[src/hdl/b64e_pkg.sv]
// Shared types, constants and the sextet-to-ASCII lookup for the base64 encoder.
// No dependencies; used by every module in hdl/.
package b64e_pkg;

  localparam int unsigned Q_DEPTH = 2;
  localparam logic [6:0]  PAD_CHAR = 7'd61;

  typedef struct packed {
    logic [7:0] data_byte;
    logic       end_of_data;
  } in_word_t;

  typedef struct packed {
    logic [6:0] out_char;
    logic       last_char;
  } out_word_t;

  typedef struct packed {
    logic       pad;
    logic [5:0] six;
  } sym_t;

  typedef struct packed {
    sym_t [3:0] sym;
    logic [1:0] last_idx;
    logic       last;
  } job_t;

  typedef struct packed {
    logic       full;
    logic       empty;
    logic [1:0] count;
  } q_stat_t;

  function automatic logic [6:0] b64_char(input logic [5:0] six);
    logic [6:0] v;
    v = {1'b0, six};
    if (six < 6'd26) begin
      b64_char = v + 7'd65;
    end else if (six < 6'd52) begin
      b64_char = v + 7'd71;
    end else if (six < 6'd62) begin
      b64_char = v - 7'd4;
    end else if (six == 6'd62) begin
      b64_char = 7'd43;
    end else begin
      b64_char = 7'd47;
    end
  endfunction

endpackage

[src/hdl/base64_stream_encoder_top.sv]
// Top level of the streaming base64 encoder: front end, job queue, back end.
// Depends on b64e_pkg, b64e_front, b64e_queue and b64e_back.
//
// One raw byte enters per input word; the encoder emits standard-alphabet
// characters, one per cycle while out_ready is high, with '=' padding after
// the final byte and last_char set on the closing character. A byte is taken
// in the same cycle it is offered while the two-entry job queue has room, so
// input words may arrive back to back. Each byte yields one character in the
// first group position, one in the second, two in the third, and up to four
// for a final byte; the single-character output register sends them out one
// at a time.
module base64_stream_encoder_top (
  input  logic                clk,
  input  logic                rst_n,
  input  logic                in_valid,
  output logic                in_ready,
  input  b64e_pkg::in_word_t  in_data,
  output logic                out_valid,
  input  logic                out_ready,
  output b64e_pkg::out_word_t out_data
);

  b64e_pkg::job_t    wr_job, head;
  b64e_pkg::q_stat_t q_stat;
  logic              push, pop;

  b64e_front u_front (
    .clk      (clk),
    .rst_n    (rst_n),
    .in_valid (in_valid),
    .in_ready (in_ready),
    .in_data  (in_data),
    .q_stat   (q_stat),
    .push     (push),
    .job      (wr_job)
  );

  b64e_queue u_queue (
    .clk    (clk),
    .rst_n  (rst_n),
    .push   (push),
    .wr_job (wr_job),
    .pop    (pop),
    .head   (head),
    .stat   (q_stat)
  );

  b64e_back u_back (
    .clk       (clk),
    .rst_n     (rst_n),
    .head      (head),
    .q_stat    (q_stat),
    .pop       (pop),
    .out_valid (out_valid),
    .out_ready (out_ready),
    .out_data  (out_data)
  );

  a_q_bound: assert property (@(posedge clk) disable iff (!rst_n)
    q_stat.count <= 2'(b64e_pkg::Q_DEPTH))
    else $error("job queue over depth");

  a_ready_room: assert property (@(posedge clk) disable iff (!rst_n)
    in_ready == !q_stat.full)
    else $error("in_ready disagrees with queue room");

  a_push_grows: assert property (@(posedge clk) disable iff (!rst_n)
    (push && !pop) |=> q_stat.count == $past(q_stat.count) + 2'd1)
    else $error("queue count did not grow on push");

  a_pop_needs_job: assert property (@(posedge clk) disable iff (!rst_n)
    pop |-> !q_stat.empty)
    else $error("pop from empty queue");

endmodule

[src/hdl/b64e_front.sv]
// Front end: accepts input words, tracks group phase and leftover bits,
// and builds one character job per byte. Depends on b64e_pkg.
module b64e_front (
  input  logic               clk,
  input  logic               rst_n,
  input  logic               in_valid,
  output logic               in_ready,
  input  b64e_pkg::in_word_t in_data,
  input  b64e_pkg::q_stat_t  q_stat,
  output logic               push,
  output b64e_pkg::job_t     job
);

  logic [1:0] phase_r, phase_nxt;
  logic [3:0] left_r, left_nxt;
  logic [7:0] b;
  logic       fin;

  assign b        = in_data.data_byte;
  assign fin      = in_data.end_of_data;
  assign in_ready = !q_stat.full;
  assign push     = in_valid && in_ready;

  always_comb begin
    job       = '0;
    job.last  = fin;
    phase_nxt = 2'd0;
    left_nxt  = 4'd0;
    case (phase_r)
      2'd1: begin
        job.sym[0].six = {left_r[1:0], b[7:4]};
        if (fin) begin
          job.sym[1].six = {b[3:0], 2'b00};
          job.sym[2].pad = 1'b1;
          job.last_idx   = 2'd2;
        end else begin
          phase_nxt = 2'd2;
          left_nxt  = b[3:0];
        end
      end
      2'd2: begin
        job.sym[0].six = {left_r, b[7:6]};
        job.sym[1].six = b[5:0];
        job.last_idx   = 2'd1;
      end
      default: begin
        job.sym[0].six = b[7:2];
        if (fin) begin
          job.sym[1].six = {b[1:0], 4'b0000};
          job.sym[2].pad = 1'b1;
          job.sym[3].pad = 1'b1;
          job.last_idx   = 2'd3;
        end else begin
          phase_nxt = 2'd1;
          left_nxt  = {2'b00, b[1:0]};
        end
      end
    endcase
  end

  always_ff @(posedge clk) begin
    if (!rst_n) begin
      phase_r <= 2'd0;
      left_r  <= 4'd0;
    end else if (push) begin
      phase_r <= phase_nxt;
      left_r  <= left_nxt;
    end
  end

endmodule

[src/hdl/b64e_queue.sv]
// Two-entry job queue between front and back end.
// Depends on b64e_pkg.
module b64e_queue (
  input  logic              clk,
  input  logic              rst_n,
  input  logic              push,
  input  b64e_pkg::job_t    wr_job,
  input  logic              pop,
  output b64e_pkg::job_t    head,
  output b64e_pkg::q_stat_t stat
);

  b64e_pkg::job_t mem_r [b64e_pkg::Q_DEPTH];
  logic       wr_ptr_r, rd_ptr_r;
  logic [1:0] count_r, count_nxt;
  logic       do_push, do_pop;

  assign stat.full  = (count_r == 2'(b64e_pkg::Q_DEPTH));
  assign stat.empty = (count_r == 2'd0);
  assign stat.count = count_r;
  assign do_push    = push && !stat.full;
  assign do_pop     = pop && !stat.empty;
  assign head       = mem_r[rd_ptr_r];

  always_comb begin
    count_nxt = count_r;
    if (do_push && !do_pop) begin
      count_nxt = count_r + 2'd1;
    end else if (do_pop && !do_push) begin
      count_nxt = count_r - 2'd1;
    end
  end

  always_ff @(posedge clk) begin
    if (!rst_n) begin
      wr_ptr_r <= 1'b0;
      rd_ptr_r <= 1'b0;
      count_r  <= 2'd0;
    end else begin
      count_r <= count_nxt;
      if (do_push) begin
        wr_ptr_r <= !wr_ptr_r;
      end
      if (do_pop) begin
        rd_ptr_r <= !rd_ptr_r;
      end
    end
  end

  always_ff @(posedge clk) begin
    if (do_push) begin
      mem_r[wr_ptr_r] <= wr_job;
    end
  end

endmodule

[src/hdl/b64e_back.sv]
// Back end: walks the head job into the output register, one character per cycle
// while the output is not stalled. Depends on b64e_pkg.
module b64e_back (
  input  logic                clk,
  input  logic                rst_n,
  input  b64e_pkg::job_t      head,
  input  b64e_pkg::q_stat_t   q_stat,
  output logic                pop,
  output logic                out_valid,
  input  logic                out_ready,
  output b64e_pkg::out_word_t out_data
);

  logic [1:0]          idx_r, idx_nxt;
  logic                out_valid_r, out_valid_nxt;
  b64e_pkg::out_word_t out_data_r, out_data_nxt;
  b64e_pkg::sym_t      cur;
  logic                load, at_end;

  assign cur       = head.sym[idx_r];
  assign at_end    = (idx_r == head.last_idx);
  assign load      = !q_stat.empty && (!out_valid_r || out_ready);
  assign pop       = load && at_end;
  assign out_valid = out_valid_r;
  assign out_data  = out_data_r;

  always_comb begin
    out_data_nxt.out_char  = cur.pad ? b64e_pkg::PAD_CHAR : b64e_pkg::b64_char(cur.six);
    out_data_nxt.last_char = head.last && at_end;
    idx_nxt                = idx_r;
    out_valid_nxt          = out_valid_r && !out_ready;
    if (load) begin
      out_valid_nxt = 1'b1;
      idx_nxt       = at_end ? 2'd0 : idx_r + 2'd1;
    end
  end

  always_ff @(posedge clk) begin
    if (!rst_n) begin
      idx_r       <= 2'd0;
      out_valid_r <= 1'b0;
    end else begin
      idx_r       <= idx_nxt;
      out_valid_r <= out_valid_nxt;
    end
  end

  always_ff @(posedge clk) begin
    if (load) begin
      out_data_r <= out_data_nxt;
    end
  end

endmodule

[config.mk]
export PLATFORM = sky130hd
export DESIGN_NAME = base64_stream_encoder_top
export DESIGN_NICKNAME = d
export VERILOG_FILES = /design/src/hdl/b64e_pkg.sv /design/src/hdl/base64_stream_encoder_top.sv /design/src/hdl/b64e_front.sv /design/src/hdl/b64e_queue.sv /design/src/hdl/b64e_back.sv
export SDC_FILE = /design/constraint.sdc
export NUM_CORES = 1
export LEC_CHECK = 0
export BUFFER_PORTS_ARGS = -buffer_cell sky130_fd_sc_hd__buf_4
export CAP_MARGIN = 25
export CORE_UTILIZATION = 30
export CTS_CLUSTER_DIAMETER = 100
export CTS_CLUSTER_SIZE = 10
export DETAILED_ROUTE_END_ITERATION = 12
export PLACE_DENSITY_LB_ADDON = 0.2
export SETUP_SLACK_MARGIN = 0.4
export SLEW_MARGIN = 20
export SYNTH_ARGS = -nofsm -noshare
export SYNTH_HDL_FRONTEND = slang
export SYNTH_HIERARCHICAL = 1
export SYNTH_SLANG_ARGS = --single-unit
[constraint.sdc]
create_clock -name clk -period 7.34 [get_ports clk]
set_input_delay 2.202 -clock clk [delete_from_list [all_inputs] [get_ports clk]]
set_output_delay 2.202 -clock clk [all_outputs]
set_load 0.01 [all_outputs]
==> impl_metrics.toml, run 1 <==
[logic_synthesis]
synth_ff_type = "edfxtp_1"
syn_inst = 305
synth_top_area_cell = "edfxtp_1"
ys_types = 52
synth_area_per_cell_um2 = 13.5
yosysWarnings = 6
ys_ff_latch = 84
netlist_area_um2 = 4110
synthArstFlopShare = 0
ys_seq_area_frac = 0.580
yosysTopAreaCellShare = 0.512
synth_edf_count = 70
synthTopCellsByArea = "edfxtp_1 51%, mux2_2 8.8%, dfxtp_1 6.8%, mux4_2 3.8%, ha_1 3.0%"

[final_layout]
postLayoutCellArea_um2 = 4690
n_antenna_cell = 0
drive_gt1_frac = 0.257
nNetsFinal = 352
syn_to_final_growth_pct = 14.1

[run_status]
status = "complete, no violations"

[detailed_routing]
drc = 0
routed_wl_mm = 7.75
vias = 2418
drtPass1Iterations = 4
drt_iter0_markers = 161
antenna_left = 0
vias_per_cell = 4.74
wl_per_cell_um = 15.2

[clock_tree]
htree_num_levels = 3
path_clk_slew_ns = 0.06
clk_latency_ns = 0.33
cts_setup_buffers = 0
cts_buffers = 9
cts_sinks = 84
cts_buffer_depth = 2
cts_tree = "yes"
post_cts_resized = 0
cts-root-buf = "clkbuf_16"
cts_hold_buf = 0

[sta]
slew_viol_final = 0
slew_headroom = 0.573
tightest_slew_ns = 0.640
rsz0062_at_grt = "no"
setup_ws_ns = 3.84
hold_viol_final = 0
fmaxAchievable_mhz = 286
period_share = 0.477
setup-tns-final_ns = 0
setup_viol = 0
min_period_ns = 3.50
skew_ns = 0.00361

[critical_path]
critPathKind = "reg -> reg"
critical_path.max_fanout = 31
arrival_ns = 3.58
slowest_delay_ns = 0.59
path_cells = "buf_4 -> mux2_2 -> mux4_2 -> ha_1 -> or2_2 -> o211ai_2 -> and2_1 -> nand2_1 -> a311o_1"
end_kind = "register"
crit_path_start_kind = "register"
required_ns = 7.42
slowest_stage = "mux4_2"

[global_routing]
antenna_found_initial = 0
grt_pass1_vias = 2470
grt_pass1_wl_mm = 12.5
grt_util_all_layers = 0.118
grt_max_degree = 33
overflow = 0

[min_path]
min_path_type = "reg -> reg"

[floorplan]
die_y_um = 119
initial_core_util = 0.309
die_w_um = 119
core_area_um2 = 13300
dieArea_um2 = 14200
ioPinCount = 23
num_rows = 42

[pwr]
vdd_drop_max_mv = 0.190
p_leak_nw = 1.66
finalPower_mw = 1.73
powerDensity_nw_per_um2 = 369

[place]
dp_hpwl_mm = 5.06
portBuffers = 22
place_area_um2 = 4390
dp_slack_ns = 3.55
gp_congestion = 0.790

[job]
maxCapViolCount = 0
state kept, by name (all words and copies together), names as in the netlist, named ones only:
register / count
u_queue/wr_ptr_r: 1
u_back/idx_r: 2
u_queue/count_r: 2
u_queue/rd_ptr_r: 1
u_back/out_data: 8
u_back/out_valid: 1
u_front/left_r: 4
u_queue/mem_r: 62
u_front/phase_r: 2
power breakdown:
part	leakage, nW	switching (mW)	total (mW)	internal [mW]
Combinational	0.750	0.330	0.586	0.256
Clock	0.143	0.176	0.447	0.270
Sequential	0.769	0.0344	0.695	0.661
critical path, delay by kind of cell (launching register included):
family / cells / cell delay, ns
mux: 2 / 0.98
flops: 1 / 0.31
simple gates: 3 / 0.76
compound gates: 2 / 0.47
fa+ha+maj: 1 / 0.34
buf+inv: 1 / 0.38
Yosys cell counts (8+ instances only):
| library cell | count |
|---|---|
| and2_1 | 8 |
| nor2_1 | 14 |
| edfxtp_1 | 70 |
| o21ai_0 | 8 |
| mux2_2 | 32 |
| dfxtp_1 | 14 |
| ha_1 | 10 |
| a22oi_1 | 9 |
| inv_1 | 13 |
| nand2_1 | 13 |
| buf_4 | 15 |
| a21oi_1 | 10 |
cells by family after synthesis:
logic type | synth area share
DFF | 0.580
and+or+nand+nor | 0.105
AOI/OAI and AO/OA | 0.0884
buffers and inverters | 0.0579
muxes | 0.126
adders and majority gates | 0.0305
xor gates and xnor gates | 0.0107
other | 0.000913
layout make-up:
class	count	area, um2
Clock inverter	5	51.3
Timing Repair Buffer	26	195
Clock buffer	11	243
Sequential cell	84	2380
Multi-Input combinational cell	194	1540
Inverter	14	52.6
Tap cell	176	220
Fill cell	1316	8610
cell usage in the layout, fill, tap and decap left out, types with 2 or more instances in the layout:
cell type and instances:
edfxtp_1 70, mux2_2 32, buf_4 26, nor2_1 14
dfxtp_1 14, conb_1 14, inv_1 13, nand2_1 13
a21oi_1 10, ha_1 10, clkbuf_16 9, a22oi_1 9
and2_1 8, o21ai_0 8, mux4_2 7, nand3_1 7
nor2b_1 7, nand2b_1 5, nor3_1 5, or3_1 4
a22o_1 4, xor2_1 3, clkinv_2 2, nor3b_1 2
a31oi_1 2, a211oi_1 2, a21boi_0 2, o31a_1 2
a32oi_1 2, xnor2_1 2
per-layer routing:
metal	up-vias	wire length [um]	GRT usage
li1	1164	-	-
met1	1196	3540	0.142
met2	51	3800	0.195
met3	7	320	0.0402
met4	0	90	0.0419
met5	-	0	0
path summary, 6_finish.rpt:
kind | cells past startpoint | slack [ns] | end | startpoint
worst max-delay path | 9 | 3.84 | u_back/out_data[3] | register
worst min-delay path | 1 | 0.49 | u_front/left_r[2] | u_front/left_r[2]
worst max register to register | 9 | 3.84 | u_back/out_data[3] | register
worst min register to register | 1 | 0.49 | u_front/left_r[2] | u_front/left_r[2]
metrics by stage:
stage	util	std cells	hold slack (ns)
after floorplan	-	318	0.450
after global placement	0.330	494	0.469
after detailed placement	0.330	494	0.474
after CTS	0.352	510	0.489
after global routing	0.352	510	0.521
final	0.352	510	0.487
(Power assumes the default switching activity.)
==> run 2, diff against run 1 <==
Clock period 7.34 ns to 2.8 ns, I/O delays scaled along.
==> run 2 against run 1 <==
Net effect:
- flip-flop and latch count unchanged
- sequential power grew to 2.6 times the previous value
- first-iteration DRC count grew 1.9%
- via count grew 5.3%
- clock power increased by 130%
- clock-buffer cell count fell by 1
- fmax is 28% higher
- design area is 9.0% higher
- critical path depth is 1 higher
==> impl_metrics.toml, run 2 (synthesis gave the netlist of run 1 again) <==
[run_status]
status = "complete, no violations"

[global_routing]
grt_pass1_wl_mm = 12.8
antenna_found_initial = 0
overflow = 0
grt_max_degree = 32
grt_util_all_layers = 0.119
grt_pass1_vias = 2500

[sta]
period_share = 0.978
tightest_slew_ns = 0.603
holdWs_ns = 0.489
setup_viol = 0
rsz0062_at_grt = "yes"
skew_ns = 0.00755
setup_ws_ns = 0.0603
slew_headroom = 0.598
slew_viol_final = 0
fmaxAchievable_mhz = 365
hold_viol_final = 0
min_period_ns = 2.74

[detailed_routing]
routed_wl_mm = 8.07
drt_iter0_markers = 164
vias_per_cell = 4.70
drtPass1Iterations = 7
vias = 2547
drc = 0
wl_per_cell_um = 14.9
antenna_left = 0

[final_layout]
postLayoutCellArea_um2 = 5110
syn_to_final_growth_pct = 24.4
layout_commonest_cell = "edfxtp_1"
n_antenna_cell = 0
final_core_utilization = 0.384
mostFrequentLayoutCells = "70 x edfxtp_1, 55 x buf_4, 23 x mux2_2"
drive_gt1_frac = 0.380
nNetsFinal = 385
regMostFlops = "u_queue/mem_r"
fillers = 1264
largest_reg_flops = 62

[place]
dp_hpwl_mm = 5.36
portBuffers = 22
dp_slack_ns = -0.00765
place_area_um2 = 4620
gp_congestion = 0.828

[pwr]
p_leak_nw = 1.87
vdd_drop_max_mv = 0.352
powerDensity_nw_per_um2 = 979
finalPower_mw = 5.00

[critical_path]
r2r_cells = 10
endpoint = "u_back/out_data[3]"
crit_path_start_kind = "register"
end_kind = "register"
regToRegEndpoint = "u_back/out_data[3]"
critPathKind = "reg -> reg"
arrival_ns = 2.83
required_ns = 2.89
critical_path.max_fanout = 10
rrSetupSlack_ns = 0.06

[clock_tree]
path_clk_slew_ns = 0.06
htree_num_levels = 3
cts_hold_buf = 0
cts-root-buf = "clkbuf_16"
cts_sinks = 84
clk_latency_ns = 0.33
cts_tree = "yes"
cts_buffer_depth = 2
cts_buffers = 9

[job]
maxCapViolCount = 0

[floorplan]
dieArea_um2 = 14200
initial_core_util = 0.309
die_w_um = 119
num_rows = 42
ioPinCount = 23
core_area_um2 = 13300
die_y_um = 119

[min_path]
min_path_type = "reg -> reg"
[run 2: power by group]
| part | switching (mW) | internal [mW] | total, mW |
|---|---|---|---|
| Combinational | 1.04 | 1.08 | 2.12 |
| Sequential | 0.0958 | 1.73 | 1.83 |
| Clock | 0.456 | 0.592 | 1.05 |
[run 2: worst min path at each step]
stage / cells after the start / end / slack, ns / from
floorplan: 1 / u_front/left_r[2] / 0.45 / u_front/left_r[2]
global placement: 1 / u_front/left_r[2] / 0.47 / u_front/left_r[2]
detailed placement: 1 / u_front/left_r[3] / 0.47 / u_front/left_r[3]
CTS: 1 / u_front/left_r[3] / 0.49 / u_front/left_r[3]
global route: 1 / u_front/left_r[3] / 0.50 / u_front/left_r[3]
finish: 1 / u_front/left_r[2] / 0.49 / u_front/left_r[2]
[run 2: area by class of cell]
class	instances	area [um2]	share of cell area
clock buffers	10	229	0.0448
clock inverters	5	30.0	0.00588
inverters	14	52.6	0.0103
multi-input cells	194	1680	0.329
flip-flops and latches	84	2390	0.467
well taps	176	220	0.0431
repair buffers	59	510	0.0999
[run 2: worst max-delay path, stage by stage, from the launching register on]
cell	delay, ns
dfxtp_4	0.37
clkbuf_16	0.16
buf_16	0.13
mux2_2	0.33
mux4_2	0.52
buf_4	0.17
ha_1	0.24
nor2_1	0.13
a21oi_1	0.08
o31a_1	0.10
a311o_1	0.27
[run 2: through the flow]
step                instances  setup TNS, ns
global route              542        -0.0192
finish                    542              0
detailed placement        513       -0.00765
floorplan                 318        -0.0175
CTS                       537              0
global placement          513              0
[run 2: timing repair]
action / in CTS / in global routing
gates cloned: 0 / 2
pin swaps: 0 / 6
setup buffers: 9 / 3
gates resized for setup: 7 / 17
setup endpoints to repair: 7 / 8
[run 2: layer usage]
layer	vias to the layer above	wire length [um]	GRT usage
li1	1229	-	-
met1	1246	3670	0.150
met2	63	3970	0.191
met3	9	333	0.0378
met4	0	98	0.0419
met5	-	0	0
==> run 3, diff against run 2 <==
Settings changed: CORE_ASPECT_RATIO set to 1.75, CORE_MARGIN set to 10, SETUP_SLACK_MARGIN 0.4 to 0.2.
==> run 3 against run 2 <==
Net effect:
- die area is 34% higher
- power up 4.1%
- clock-buffer cell count grew 3
- worst hold slack worse by 0.0014 ns
- wire length increased by 5.9%
- final cell count shrank 0.37%
- fmax is 0.36% higher
- largest cell class unchanged
- highest routed layer unchanged
==> impl_metrics.toml, run 3 (synthesis gave the netlist of run 1 again) <==
[run_status]
status = "complete, no violations"

[final_layout]
postLayoutCellArea_um2 = 5220
largest_reg_flops = 62
n_antenna_cell = 0
nNetsFinal = 384
regMostFlops = "u_queue/mem_r"
mostFrequentLayoutCells = "70 x edfxtp_1, 47 x buf_4, 21 x mux2_2"
drive_gt1_frac = 0.388
fillers = 1300
syn_to_final_growth_pct = 27.0
fin_cells = 540
regArea_um2 = 2390
layout_commonest_cell = "edfxtp_1"
multiInputGateArea_um2 = 1710

[floorplan]
ioPinCount = 23
core_area_um2 = 13500
num_rows = 56
die_w_um = 108
die_y_um = 175
dieArea_um2 = 19000
initial_core_util = 0.305

[critical_path]
crit_family = "multiplexers"
critPathBufInv = 2
slowest_stage = "mux4_2"
path_cells = "buf_12 -> mux2_4 -> mux4_2 -> inv_4 -> ha_4 -> or2_4 -> o211ai_2 -> and2_4 -> o31a_1 -> a311o_1"
required_ns = 2.88
crit_path_start_kind = "register"
r2r_cells = 10
critical_path.max_fanout = 7
end_kind = "register"
slowest_delay_ns = 0.54
arrival_ns = 2.81
path_depth = 10
critPathKind = "reg -> reg"

[detailed_routing]
drc = 0
drt_iter0_markers = 111
routed_wl_mm = 8.55
wl_per_cell_um = 15.8
antenna_left = 0
vias = 2518
vias_per_cell = 4.66
drtPass1Iterations = 4

[sta]
tightest_slew_ns = 0.610
period_share = 0.975
slew_headroom = 0.593
skew_ns = 0.00787
min_period_ns = 2.73
hold_viol_final = 0
rsz0062_at_grt = "yes"
setup_viol = 0
fmaxAchievable_mhz = 366
slew_viol_final = 0
setup-tns-final_ns = 0

[clock_tree]
path_clk_slew_ns = 0.06
cts_buffer_depth = 2
clk_latency_ns = 0.34
cts-root-buf = "clkbuf_16"
cts_sinks = 84
cts_hold_buf = 0
cts_tree = "yes"
cts_buffers = 9
htree_num_levels = 3

[global_routing]
grt_pass1_wl_mm = 13.1
grt_pass1_vias = 2582
grt_max_degree = 32
antenna_found_initial = 0
overflow = 0
grt_util_all_layers = 0.0896

[place]
place_area_um2 = 4570
portBuffers = 22
dp_hpwl_mm = 5.90
dp_cells = 507
gp_congestion = 0.856

[job]
maxCapViolCount = 0

[pwr]
p_leak_nw = 1.90
vdd_drop_max_mv = 0.535
powerDensity_nw_per_um2 = 998

[min_path]
min_path_type = "reg -> reg"
min_delay_path_depth = 1
## run 3: cell count changes in the layout (fill, tap and decap cells not counted), sizes merged
cell / change
clkbuf: +3
clkinv: -3
buf: -1
inv: +1
## run 3: routing by layer
layer,track usage,routed length (um),share of wire
met1,0.0931,3290,0.38
met2,0.157,4760,0.56
met3,0.0217,249,0.029
met4,0.0519,249,0.029
met5,0,0,0
## run 3: per-stage QoR
| stage | power (mW) | setup slack [ns] | util | hold slack (ns) |
|---|---|---|---|---|
| 2_1_floorplan | 3.08 | -0.0175 | - | 0.450 |
| 3_3_place_gp | 3.61 | -0.0351 | 0.340 | 0.466 |
| 3_5_place_dp | 3.62 | -0.0887 | 0.340 | 0.469 |
| 4_1_cts | 4.99 | 0.0549 | 0.371 | 0.488 |
| 5_1_grt | 5.53 | -0.0171 | 0.388 | 0.504 |
| 6_report | 5.21 | 0.0701 | 0.388 | 0.488 |
## run 3: final cells by class
cell class              count  share of cell area
multi-input cells         194               0.327
clock buffers              13              0.0561
inverters                  14              0.0115
clock inverters             3             0.00432
well taps                 174              0.0417
repair buffers             58               0.102
flip-flops and latches     84               0.457
## run 3: worst paths after layout
| kind | from | end | slack [ns] |
|---|---|---|---|
| setup reg to reg | register | u_back/out_data[3] | 0.07 |
| setup / recovery | register | u_back/out_data[3] | 0.07 |
| hold reg to reg | u_front/left_r[3] | u_front/left_r[3] | 0.49 |
| hold / removal | u_front/left_r[3] | u_front/left_r[3] | 0.49 |
## run 3: report_power, final
group          leakage [nW]  switching, mW  internal [mW]
registers             0.770          0.105           1.73
logic                 0.978           1.05           1.09
clock network         0.153          0.484          0.738
total                  1.90           1.64           3.57
## run 3: timing repair
item,CTS,global route
setup endpoints to repair,6,8
pin swaps,4,15
resized for setup,15,27
buffers inserted,7,8
hold endpoints to repair,0,0
gates cloned,0,2
